### src/hdl/csf_pkg.sv
package csf_pkg;

    // Field widths
    localparam int CmdW     = 2;
    localparam int VerW     = 16;
    localparam int HzW      = 33;
    localparam int StateW   = 3;
    localparam int ErrW     = 4;
    localparam int CountW   = 24;
    localparam int IdW      = 32;
    localparam int CfgIdxW  = 2;

    // Commands
    localparam logic [CmdW-1:0] CMD_POLL      = 2'd0;
    localparam logic [CmdW-1:0] CMD_CONFIGURE = 2'd1;
    localparam logic [CmdW-1:0] CMD_START     = 2'd2;
    localparam logic [CmdW-1:0] CMD_STOP      = 2'd3;

    // Sequencer states
    localparam logic [StateW-1:0] ST_IDLE   = 3'd0;
    localparam logic [StateW-1:0] ST_CONF   = 3'd1;
    localparam logic [StateW-1:0] ST_SETLO  = 3'd2;
    localparam logic [StateW-1:0] ST_WLOCK  = 3'd3;
    localparam logic [StateW-1:0] ST_ARM    = 3'd4;
    localparam logic [StateW-1:0] ST_WFRAME = 3'd5;
    localparam logic [StateW-1:0] ST_ERROR  = 3'd6;

    // Error codes
    localparam logic [ErrW-1:0] E_NONE     = 4'd0;
    localparam logic [ErrW-1:0] E_BADCFG   = 4'd1;
    localparam logic [ErrW-1:0] E_BUSY     = 4'd2;
    localparam logic [ErrW-1:0] E_NOTCFG   = 4'd3;
    localparam logic [ErrW-1:0] E_LOSET    = 4'd4;
    localparam logic [ErrW-1:0] E_LOLOCK   = 4'd5;
    localparam logic [ErrW-1:0] E_DMA      = 4'd6;
    localparam logic [ErrW-1:0] E_FTMO     = 4'd7;
    localparam logic [ErrW-1:0] E_PROC     = 4'd8;
    localparam logic [ErrW-1:0] E_STREAM   = 4'd9;
    localparam logic [ErrW-1:0] E_STOPPED  = 4'd10;
    localparam logic [ErrW-1:0] E_DMARESET = 4'd11;

    // Configuration register indexes
    localparam logic [CfgIdxW-1:0] REG_TIMEOUT    = 2'd0;
    localparam logic [CfgIdxW-1:0] REG_VERSION    = 2'd1;
    localparam logic [CfgIdxW-1:0] REG_CENTER_MIN = 2'd2;
    localparam logic [CfgIdxW-1:0] REG_CENTER_MAX = 2'd3;

    // Register reset values
    localparam logic [CountW-1:0] TIMEOUT_RST    = 24'd500000;
    localparam logic [VerW-1:0]   VERSION_RST    = 16'd1;
    localparam logic [HzW-1:0]    CENTER_MIN_RST = 33'd0;
    localparam logic [HzW-1:0]    CENTER_MAX_RST = 33'd8000000000;

    // One input item
    typedef struct packed {
        logic [CmdW-1:0] cmd;
        logic [VerW-1:0] cfg_version;
        logic [HzW-1:0]  cfg_center_hz;
        logic            lo_set_ok;
        logic            lo_locked;
        logic            dma_reset_ok;
        logic            dma_start_ok;
        logic            dma_error;
        logic            frame_ready;
        logic            process_ok;
        logic            stream_ok;
    } item_t;

    // One result item
    typedef struct packed {
        logic              ok;
        logic [StateW-1:0] fsm_state;
        logic              configured;
        logic              active;
        logic [ErrW-1:0]   fault_code;
        logic [IdW-1:0]    trace_id;
        logic [IdW-1:0]    delivered_count;
        logic [IdW-1:0]    dma_errors;
        logic [HzW-1:0]    center_hz;
        logic              frame_delivered;
        logic              status_event;
    } result_t;

endpackage

### src/hdl/capture_sequencer_fsm.sv
// Capture sequencer: one status item per command or poll item.
// Each item passes through the input register, then the result register, before its result is valid.
// Throughput: one item per cycle while out_ready stays high.
// While a result waits on out_ready the input register holds one more item, then in_ready drops.
// Reset (rst_n low, asynchronous): idle, unconfigured, counters cleared, trace id 1,
// configuration registers at their defaults.
module capture_sequencer_fsm
(
    input  logic                           clk,
    input  logic                           rst_n,
    // Configuration write channel
    input  logic                           cfg_valid,
    output logic                           cfg_ready,
    input  logic [csf_pkg::CfgIdxW-1:0]    cfg_index,
    input  logic [csf_pkg::HzW-1:0]        cfg_data,
    // Input item channel
    input  logic                           in_valid,
    output logic                           in_ready,
    input  logic [csf_pkg::CmdW-1:0]       cmd,
    input  logic [csf_pkg::VerW-1:0]       cfg_version,
    input  logic [csf_pkg::HzW-1:0]        cfg_center_hz,
    input  logic                           lo_set_ok,
    input  logic                           lo_locked,
    input  logic                           dma_reset_ok,
    input  logic                           dma_start_ok,
    input  logic                           dma_error,
    input  logic                           frame_ready,
    input  logic                           process_ok,
    input  logic                           stream_ok,
    // Result item channel
    output logic                           out_valid,
    input  logic                           out_ready,
    output logic                           ok,
    output logic [csf_pkg::StateW-1:0]     fsm_state,
    output logic                           configured,
    output logic                           active,
    output logic [csf_pkg::ErrW-1:0]       fault_code,
    output logic [csf_pkg::IdW-1:0]        trace_id,
    output logic [csf_pkg::IdW-1:0]        delivered_count,
    output logic [csf_pkg::IdW-1:0]        dma_errors,
    output logic [csf_pkg::HzW-1:0]        center_hz,
    output logic                           frame_delivered,
    output logic                           status_event
);

    // Configuration registers
    logic [csf_pkg::CountW-1:0] timeout_loops_reg;
    logic [csf_pkg::VerW-1:0]   expected_version_reg;
    logic [csf_pkg::HzW-1:0]    center_min_reg;
    logic [csf_pkg::HzW-1:0]    center_max_reg;

    // Sequencer state
    logic [csf_pkg::StateW-1:0] fsm_reg, fsm_next;
    logic                       configured_reg, configured_next;
    logic                       stop_pending_reg, stop_pending_next;
    logic [csf_pkg::CountW-1:0] wait_count_reg, wait_count_next;
    logic [csf_pkg::ErrW-1:0]   last_error_reg, last_error_next;
    logic [csf_pkg::IdW-1:0]    next_id_reg, next_id_next;
    logic [csf_pkg::IdW-1:0]    sent_count_reg, sent_count_next;
    logic [csf_pkg::IdW-1:0]    dma_total_reg, dma_total_next;
    logic [csf_pkg::HzW-1:0]    center_reg, center_next;

    // Pipeline registers
    csf_pkg::item_t   in_item_reg;
    logic             in_valid_reg;
    csf_pkg::result_t out_item_reg;
    csf_pkg::result_t result_next;
    logic             out_valid_reg;

    logic                       in_accept;
    logic                       advance;
    logic                       is_act;
    logic [csf_pkg::CountW-1:0] wait_inc;
    logic                       expired;
    logic [csf_pkg::ErrW-1:0]   cause;
    logic                       ok_w;
    logic                       event_w;
    logic                       delivered_w;
    logic [csf_pkg::IdW-1:0]    id_inc;

    // Handshakes
    assign cfg_ready = 1'b1;
    assign advance   = in_valid_reg && (!out_valid_reg || out_ready);
    assign in_ready  = !in_valid_reg || advance;
    assign in_accept = in_valid && in_ready;

    // Configuration writes; the user must issue them only while the block is idle; the block does not enforce this.
    always_ff @(posedge clk or negedge rst_n)
    begin
        if (!rst_n)
        begin
            timeout_loops_reg    <= csf_pkg::TIMEOUT_RST;
            expected_version_reg <= csf_pkg::VERSION_RST;
            center_min_reg       <= csf_pkg::CENTER_MIN_RST;
            center_max_reg       <= csf_pkg::CENTER_MAX_RST;
        end
        else if (cfg_valid && cfg_ready)
        begin
            case (cfg_index)
                csf_pkg::REG_TIMEOUT:    timeout_loops_reg <= cfg_data[csf_pkg::CountW-1:0];
                csf_pkg::REG_VERSION:    expected_version_reg <= cfg_data[csf_pkg::VerW-1:0];
                csf_pkg::REG_CENTER_MIN: center_min_reg <= cfg_data;
                csf_pkg::REG_CENTER_MAX: center_max_reg <= cfg_data;
                default:                 center_max_reg <= center_max_reg;
            endcase
        end
    end

    // Input register payload.
    always_ff @(posedge clk)
    begin
        if (in_accept)
        begin
            in_item_reg.cmd           <= cmd;
            in_item_reg.cfg_version   <= cfg_version;
            in_item_reg.cfg_center_hz <= cfg_center_hz;
            in_item_reg.lo_set_ok     <= lo_set_ok;
            in_item_reg.lo_locked     <= lo_locked;
            in_item_reg.dma_reset_ok  <= dma_reset_ok;
            in_item_reg.dma_start_ok  <= dma_start_ok;
            in_item_reg.dma_error     <= dma_error;
            in_item_reg.frame_ready   <= frame_ready;
            in_item_reg.process_ok    <= process_ok;
            in_item_reg.stream_ok     <= stream_ok;
        end
    end

    // Helpers for the active-state check, the wait timeout and the trace id.
    assign is_act   = fsm_reg inside {[csf_pkg::ST_SETLO:csf_pkg::ST_WFRAME]};
    assign wait_inc = wait_count_reg + 1'b1;
    assign expired  = wait_inc >= timeout_loops_reg;
    assign id_inc   = next_id_reg + 1'b1;

    // One step of the sequencer for the item in the input register.
    always_comb
    begin
        fsm_next          = fsm_reg;
        configured_next   = configured_reg;
        stop_pending_next = stop_pending_reg;
        wait_count_next   = wait_count_reg;
        last_error_next   = last_error_reg;
        next_id_next      = next_id_reg;
        sent_count_next   = sent_count_reg;
        dma_total_next    = dma_total_reg;
        center_next       = center_reg;
        cause             = csf_pkg::E_NONE;
        ok_w              = 1'b1;
        event_w           = 1'b0;
        delivered_w       = 1'b0;

        case (in_item_reg.cmd)
            csf_pkg::CMD_CONFIGURE:
            begin
                if ((in_item_reg.cfg_version != expected_version_reg) ||
                    (in_item_reg.cfg_center_hz < center_min_reg) ||
                    (in_item_reg.cfg_center_hz > center_max_reg) || is_act)
                begin
                    last_error_next = csf_pkg::E_BADCFG;
                    ok_w            = 1'b0;
                end
                else
                begin
                    center_next     = in_item_reg.cfg_center_hz;
                    configured_next = 1'b1;
                    last_error_next = csf_pkg::E_NONE;
                    fsm_next        = csf_pkg::ST_CONF;
                end
            end
            csf_pkg::CMD_START:
            begin
                if (is_act)
                begin
                    last_error_next = csf_pkg::E_BUSY;
                    ok_w            = 1'b0;
                end
                else if (!configured_reg)
                begin
                    last_error_next = csf_pkg::E_NOTCFG;
                    ok_w            = 1'b0;
                end
                else
                begin
                    stop_pending_next = 1'b0;
                    wait_count_next   = '0;
                    last_error_next   = csf_pkg::E_NONE;
                    fsm_next          = csf_pkg::ST_SETLO;
                end
            end
            csf_pkg::CMD_STOP:
            begin
                if (is_act)
                begin
                    stop_pending_next = 1'b1;
                end
            end
            default:
            begin
                if (stop_pending_reg)
                begin
                    // A pending stop takes precedence over the sequence step.
                    stop_pending_next = 1'b0;
                    last_error_next   = in_item_reg.dma_reset_ok ? csf_pkg::E_STOPPED
                                                                 : csf_pkg::E_DMARESET;
                    if (!in_item_reg.dma_reset_ok)
                    begin
                        dma_total_next = dma_total_reg + 1'b1;
                    end
                    fsm_next = csf_pkg::ST_IDLE;
                    event_w  = 1'b1;
                    ok_w     = in_item_reg.dma_reset_ok;
                end
                else
                begin
                    case (fsm_reg)
                        csf_pkg::ST_SETLO:
                        begin
                            if (!in_item_reg.lo_set_ok)
                            begin
                                cause = csf_pkg::E_LOSET;
                            end
                            else
                            begin
                                wait_count_next = '0;
                                fsm_next        = csf_pkg::ST_WLOCK;
                            end
                        end
                        csf_pkg::ST_WLOCK:
                        begin
                            if (in_item_reg.lo_locked)
                            begin
                                fsm_next = csf_pkg::ST_ARM;
                            end
                            else
                            begin
                                wait_count_next = wait_inc;
                                if (expired)
                                begin
                                    cause = csf_pkg::E_LOLOCK;
                                end
                            end
                        end
                        csf_pkg::ST_ARM:
                        begin
                            if (!in_item_reg.dma_reset_ok || !in_item_reg.dma_start_ok)
                            begin
                                cause = csf_pkg::E_DMA;
                            end
                            else
                            begin
                                wait_count_next = '0;
                                fsm_next        = csf_pkg::ST_WFRAME;
                            end
                        end
                        csf_pkg::ST_WFRAME:
                        begin
                            if (in_item_reg.dma_error)
                            begin
                                cause = csf_pkg::E_DMA;
                            end
                            else if (in_item_reg.frame_ready)
                            begin
                                if (!in_item_reg.process_ok)
                                begin
                                    cause = csf_pkg::E_PROC;
                                end
                                else if (!in_item_reg.stream_ok)
                                begin
                                    cause = csf_pkg::E_STREAM;
                                end
                                else
                                begin
                                    delivered_w = 1'b1;
                                end
                            end
                            else
                            begin
                                wait_count_next = wait_inc;
                                if (expired)
                                begin
                                    cause = csf_pkg::E_FTMO;
                                end
                            end
                        end
                        default:
                        begin
                            cause = csf_pkg::E_NONE;
                        end
                    endcase

                    // Failure: a failed capture reset overrides the cause.
                    if (cause != csf_pkg::E_NONE)
                    begin
                        last_error_next = in_item_reg.dma_reset_ok ? cause
                                                                   : csf_pkg::E_DMARESET;
                        if ((cause == csf_pkg::E_DMA) || (cause == csf_pkg::E_FTMO) ||
                            !in_item_reg.dma_reset_ok)
                        begin
                            dma_total_next = dma_total_reg + 1'b1;
                        end
                        fsm_next = csf_pkg::ST_ERROR;
                        event_w  = 1'b1;
                        ok_w     = 1'b0;
                    end
                end
            end
        endcase

        // A delivered frame advances the trace id, skipping zero, and rearms.
        if (delivered_w)
        begin
            next_id_next    = (id_inc == '0) ? {{(csf_pkg::IdW-1){1'b0}}, 1'b1} : id_inc;
            sent_count_next = sent_count_reg + 1'b1;
            fsm_next        = csf_pkg::ST_ARM;
        end

        result_next.ok              = ok_w;
        result_next.fsm_state       = fsm_next;
        result_next.configured      = configured_next;
        result_next.active          = fsm_next inside {[csf_pkg::ST_SETLO:csf_pkg::ST_WFRAME]};
        result_next.fault_code      = last_error_next;
        result_next.trace_id        = next_id_reg;
        result_next.delivered_count = sent_count_next;
        result_next.dma_errors      = dma_total_next;
        result_next.center_hz       = center_next;
        result_next.frame_delivered = delivered_w;
        result_next.status_event    = event_w;
    end

    // Control and sequencer state.
    always_ff @(posedge clk or negedge rst_n)
    begin
        if (!rst_n)
        begin
            in_valid_reg     <= 1'b0;
            out_valid_reg    <= 1'b0;
            fsm_reg          <= csf_pkg::ST_IDLE;
            configured_reg   <= 1'b0;
            stop_pending_reg <= 1'b0;
            wait_count_reg   <= '0;
            last_error_reg   <= csf_pkg::E_NONE;
            next_id_reg      <= {{(csf_pkg::IdW-1){1'b0}}, 1'b1};
            sent_count_reg   <= '0;
            dma_total_reg    <= '0;
            center_reg       <= '0;
        end
        else
        begin
            if (in_accept)
            begin
                in_valid_reg <= 1'b1;
            end
            else if (advance)
            begin
                in_valid_reg <= 1'b0;
            end

            if (advance)
            begin
                out_valid_reg <= 1'b1;
            end
            else if (out_ready)
            begin
                out_valid_reg <= 1'b0;
            end

            if (advance)
            begin
                fsm_reg          <= fsm_next;
                configured_reg   <= configured_next;
                stop_pending_reg <= stop_pending_next;
                wait_count_reg   <= wait_count_next;
                last_error_reg   <= last_error_next;
                next_id_reg      <= next_id_next;
                sent_count_reg   <= sent_count_next;
                dma_total_reg    <= dma_total_next;
                center_reg       <= center_next;
            end
        end
    end

    // Result register payload.
    always_ff @(posedge clk)
    begin
        if (advance)
        begin
            out_item_reg <= result_next;
        end
    end

    assign out_valid       = out_valid_reg;
    assign ok              = out_item_reg.ok;
    assign fsm_state       = out_item_reg.fsm_state;
    assign configured      = out_item_reg.configured;
    assign active          = out_item_reg.active;
    assign fault_code      = out_item_reg.fault_code;
    assign trace_id        = out_item_reg.trace_id;
    assign delivered_count = out_item_reg.delivered_count;
    assign dma_errors      = out_item_reg.dma_errors;
    assign center_hz       = out_item_reg.center_hz;
    assign frame_delivered = out_item_reg.frame_delivered;
    assign status_event    = out_item_reg.status_event;

endmodule

### config.mk
export PLATFORM = sky130hd
export DESIGN_NAME = capture_sequencer_fsm
export DESIGN_NICKNAME = d
export VERILOG_FILES = /design/src/hdl/csf_pkg.sv /design/src/hdl/capture_sequencer_fsm.sv
export SDC_FILE = /design/constraint.sdc
export NUM_CORES = 1
export LEC_CHECK = 0
export ABC_AREA = 1
export BUFFER_PORTS_ARGS = -buffer_cell sky130_fd_sc_hd__buf_2
export CELL_PAD_IN_SITES_DETAIL_PLACEMENT = 1
export CELL_PAD_IN_SITES_GLOBAL_PLACEMENT = 1
export CORE_ASPECT_RATIO = 1.2
export CORE_MARGIN = 2
export CORE_UTILIZATION = 46
export CTS_CLUSTER_DIAMETER = 200
export DETAILED_ROUTE_END_ITERATION = 16
export GPL_TIMING_DRIVEN = 0
export PLACE_DENSITY = 0.81
export SLEW_MARGIN = 20
export SYNTH_ARGS = -nofsm -noshare
export SYNTH_HDL_FRONTEND = slang
export SYNTH_SLANG_ARGS = --single-unit
### constraint.sdc
create_clock -name clk -period 7.75 [get_ports clk]
set_input_delay 1.55 -clock clk [delete_from_list [all_inputs] [get_ports clk]]
set_output_delay 1.55 -clock clk [all_outputs]
set_load 0.05 [all_outputs]
==> impl_metrics.env <==
export IMPL_critPathBufInv=2
export IMPL_worstRegToRegCells=30
export IMPL_cell_class_contributing_the_biggest_share_of_worst_path_delay="simple AND/OR/NAND/NOR gates"
export IMPL_max_cap_violation_count=0
export IMPL_whs_path_depth=2
export IMPL_fillerInstances=5910
export IMPL_critical_path_launch_point_type="register"
export IMPL_clock_sinks=470
export IMPL_worst_slew_pin_slew_ps=901
export IMPL_initial_utilization_pct=46.7
export IMPL_via_count=19700
export IMPL_multi_input_gate_area_in_the_final_layout_um2=8990
export IMPL_global_route_overflow_total=0
export IMPL_syn_cell_area_um2=23500
export IMPL_design_portCount=243
export IMPL_layoutNonFillerInstCount=3616
export IMPL_flip_flop_count_of_the_largest_register_after_layout=59
export IMPL_floorplan_core_area_um2=50300
export IMPL_worst_endpoint_arrival_ps=6420
export IMPL_final_net_count=3116
export IMPL_crit_type="reg -> reg"
export IMPL_synthDistinctLibCells=54
export IMPL_dr_pass1_iters=4
export IMPL_vias_per_cell=5.46
export IMPL_largest_net_degree_at_the_start_of_global_routing=78
export IMPL_fin_hold_ws_ps=482
export IMPL_route_detailed_drc=0
export IMPL_die_height_um=252
export IMPL_ant_nets=0
export IMPL_cts_htree_levels=2
export IMPL_synth_edff_count=200
export IMPL_area_of_all_sequential_standard_cells_um2=12800
export IMPL_clock_skew_ps=18.3
export IMPL_post_place_cells=3514
export IMPL_timing_max_slew_rel_slack_pct=39.9
export IMPL_worst_r2r_setup_slack_ps=1660
export IMPL_synthArstFlopShare_pct=57.4
export IMPL_gr_usage_all_layers_pct=27.7
export IMPL_status="finished clean"
export IMPL_post_dp_hpwl_mm=55.3
export IMPL_timing_max_transition_violations_final=0
export IMPL_final_common_cell="sky130_fd_sc_hd__nand2_1"
export IMPL_area_growth_syn_to_layout_pct=16.4
export IMPL_max_incr_delay_on_cp_ps=540
export IMPL_slowest_stage="sky130_fd_sc_hd__nor4_1"
export IMPL_cts_made_buffers=51
export IMPL_routed_wl_mm=72.5
export IMPL_global_route_wire_length_before_repair_mm=115
export IMPL_hold_path_class="reg -> reg"
export IMPL_cts_buffer_depth=3
export IMPL_rr_endpoint="dma_errors[9]"
export IMPL_design_die_area_um2=52900
export IMPL_postSynthAreaPerCell_um2=8.97
export IMPL_max_freq_mhz=164
export IMPL_std_cell_rows=90
export IMPL_worst_setup_hold_path_clk_slew_ps=60
export IMPL_ctsResizeCount=0
export IMPL_clock_tree_root_buffer_cell="sky130_fd_sc_hd__clkbuf_16"
export IMPL_dr_first_iter_drc_count=1063
export IMPL_worstSkewPairLatency_ps=610
export IMPL_final_cell_mix="sky130_fd_sc_hd__nand2_1 (701), sky130_fd_sc_hd__inv_1 (367), sky130_fd_sc_hd__o21ai_0 (260)"
export IMPL_reg2reg_from="wait_count_reg[0]"
export IMPL_areal_power_density_over_the_cells_nw_per_um2=288
export IMPL_portBuffers=241
export IMPL_cts_hold_repair_buffers=0
export IMPL_yosysSeqAreaShare_pct=54.4
export IMPL_worst_path_most_repeated_cell="sky130_fd_sc_hd__nand2_1"
export IMPL_timing_critical_path_fanout_max=10
export IMPL_leakage_nw=12.8
export IMPL_hp_start="center_min_reg[23]"
export IMPL_endpoint_of_the_worst_hold_timing_path="center_min_reg[23]"
export IMPL_routed_wire_length_per_instance_um=20.1
export IMPL_synth_fp_nets=2815
export IMPL_hold_violations=0
export IMPL_grt_antenna_before_repair=7
export IMPL_yosys_warnings=0
export IMPL_cts_tree="done"
export IMPL_via_count_of_the_first_global_routing_pass=21500
export IMPL_synthesis_instances=2622
export IMPL_setup_viol=0
export IMPL_ys_flop_type="sky130_fd_sc_hd__dfrtp_1"
export IMPL_place_congestion=0.955
export IMPL_timing_final_crit_period_ps=6090
export IMPL_drive_above_1_share_pct=12.5
export IMPL_cp_data_required_time_ps=8080
export IMPL_postCtsSetupRepairBufs=0
export IMPL_endpoint_kind="register"
export IMPL_fin_crit_sh_pct=78.5
export IMPL_ys_seq_elements=470
export IMPL_grt_setup_unrepaired="false"
export IMPL_chipWidth_um=210
export IMPL_ir_worst_vdd_mv=0.177
## routing by layer
metal / part of all wire, % / routed length [um] / GRT usage, %
met3: 3.5 / 2500 / 3.17
met1: 40 / 28900 / 32.1
met5: 0 / 0 / 0
met4: 4.9 / 3540 / 13.5
met2: 52 / 37600 / 50.7
## worst reg2reg max path: cells and delay by family (launching register included)
family / cells / cell delay (ps)
AND/OR/NAND/NOR: 24 / 3790
adder cells (fa/ha/maj): 2 / 510
AO/OA/AOI/OAI: 1 / 450
flip-flops: 1 / 430
buffers and inverters: 2 / 390
XOR/XNOR: 1 / 220
## how the worst max path moves through the flow
stage                                 to  slack [ps]               from  cells after the start
after floorplan                   active        1000          out_ready                      6
after global placement    dma_errors[17]       -1220          out_ready                      7
after detailed placement   dma_errors[9]        1840  wait_count_reg[0]                     30
after CTS                  dma_errors[9]        1740  wait_count_reg[0]                     30
after global routing       dma_errors[9]        1220  wait_count_reg[0]                     30
final                      dma_errors[9]        1660  wait_count_reg[0]                     30
## cell type report
type | instances | area share (%)
antenna | 6 | 0.0549
buffer | 85 | 1.24
clock buffer | 75 | 5.25
clock inverter | 21 | 0.709
inverter | 371 | 5.10
multi-input combinational | 1696 | 32.9
sequential | 470 | 46.7
tap | 644 | 2.95
timing repair buffer | 248 | 5.09
## report_power, final
group / leakage, nW / switching [mW] / internal (mW)
Sequential: 5.32 / 0.287 / 3.06
Clock: 0.804 / 1.03 / 1.39
Combinational: 6.63 / 1.55 / 0.567
## Yosys cell counts (all sizes together), types with 3 or more instances
library cell	number	area share, %
edfxtp	200	26
nor3	59	1.3
dfstp	22	2.5
a21oi	50	1.1
nand3	130	2.8
xor2	91	3.4
nor2	125	2.1
o21ai	262	5.6
o221ai	3	0.11
nand4	47	1.4
nand2	703	11
nor4	17	0.45
a21boi	23	0.73
a221oi	16	0.60
nor3b	6	0.24
inv	370	5.9
o211ai	4	0.13
o22ai	12	0.32
nand3b	22	0.70
dfrtp	248	26
xnor2	9	0.34
clkbuf	70	1.1
buf	15	0.31
o21bai	3	0.096
ha	94	5.0
## through the flow
stage          TNS, ps  worst slack, ps  total power, mW  util [%]  instance area (um^2)
6_report             0             1660             7.88      54.4                 27400
5_1_grt              0             1220             8.25      54.4                 27400
4_1_cts              0             1740             7.91      54.3                 27300
3_5_place_dp         0             1840             5.48      51.1                 25700
3_3_place_gp   -218030            -1220             5.36      50.7                 25500
2_1_floorplan        0             1000             4.79         -                 23500
## cell families (layout without fill, tap and decap cells)
family / after synthesis / after routing / share of synthesized area (%)
DFF: 470 / 470 / 54.4
and+or+nand+nor: 1116 / 1116 / 20.4
xor gates and xnor gates: 100 / 100 / 3.76
AOI/OAI and AO/OA: 385 / 385 / 9.02
buffers and inverters: 456 / 800 / 7.35
other: 1 / 7 / 0.0160
adders and majority gates: 94 / 94 / 5.00
Note: power is estimated with default switching activity, not from simulation.
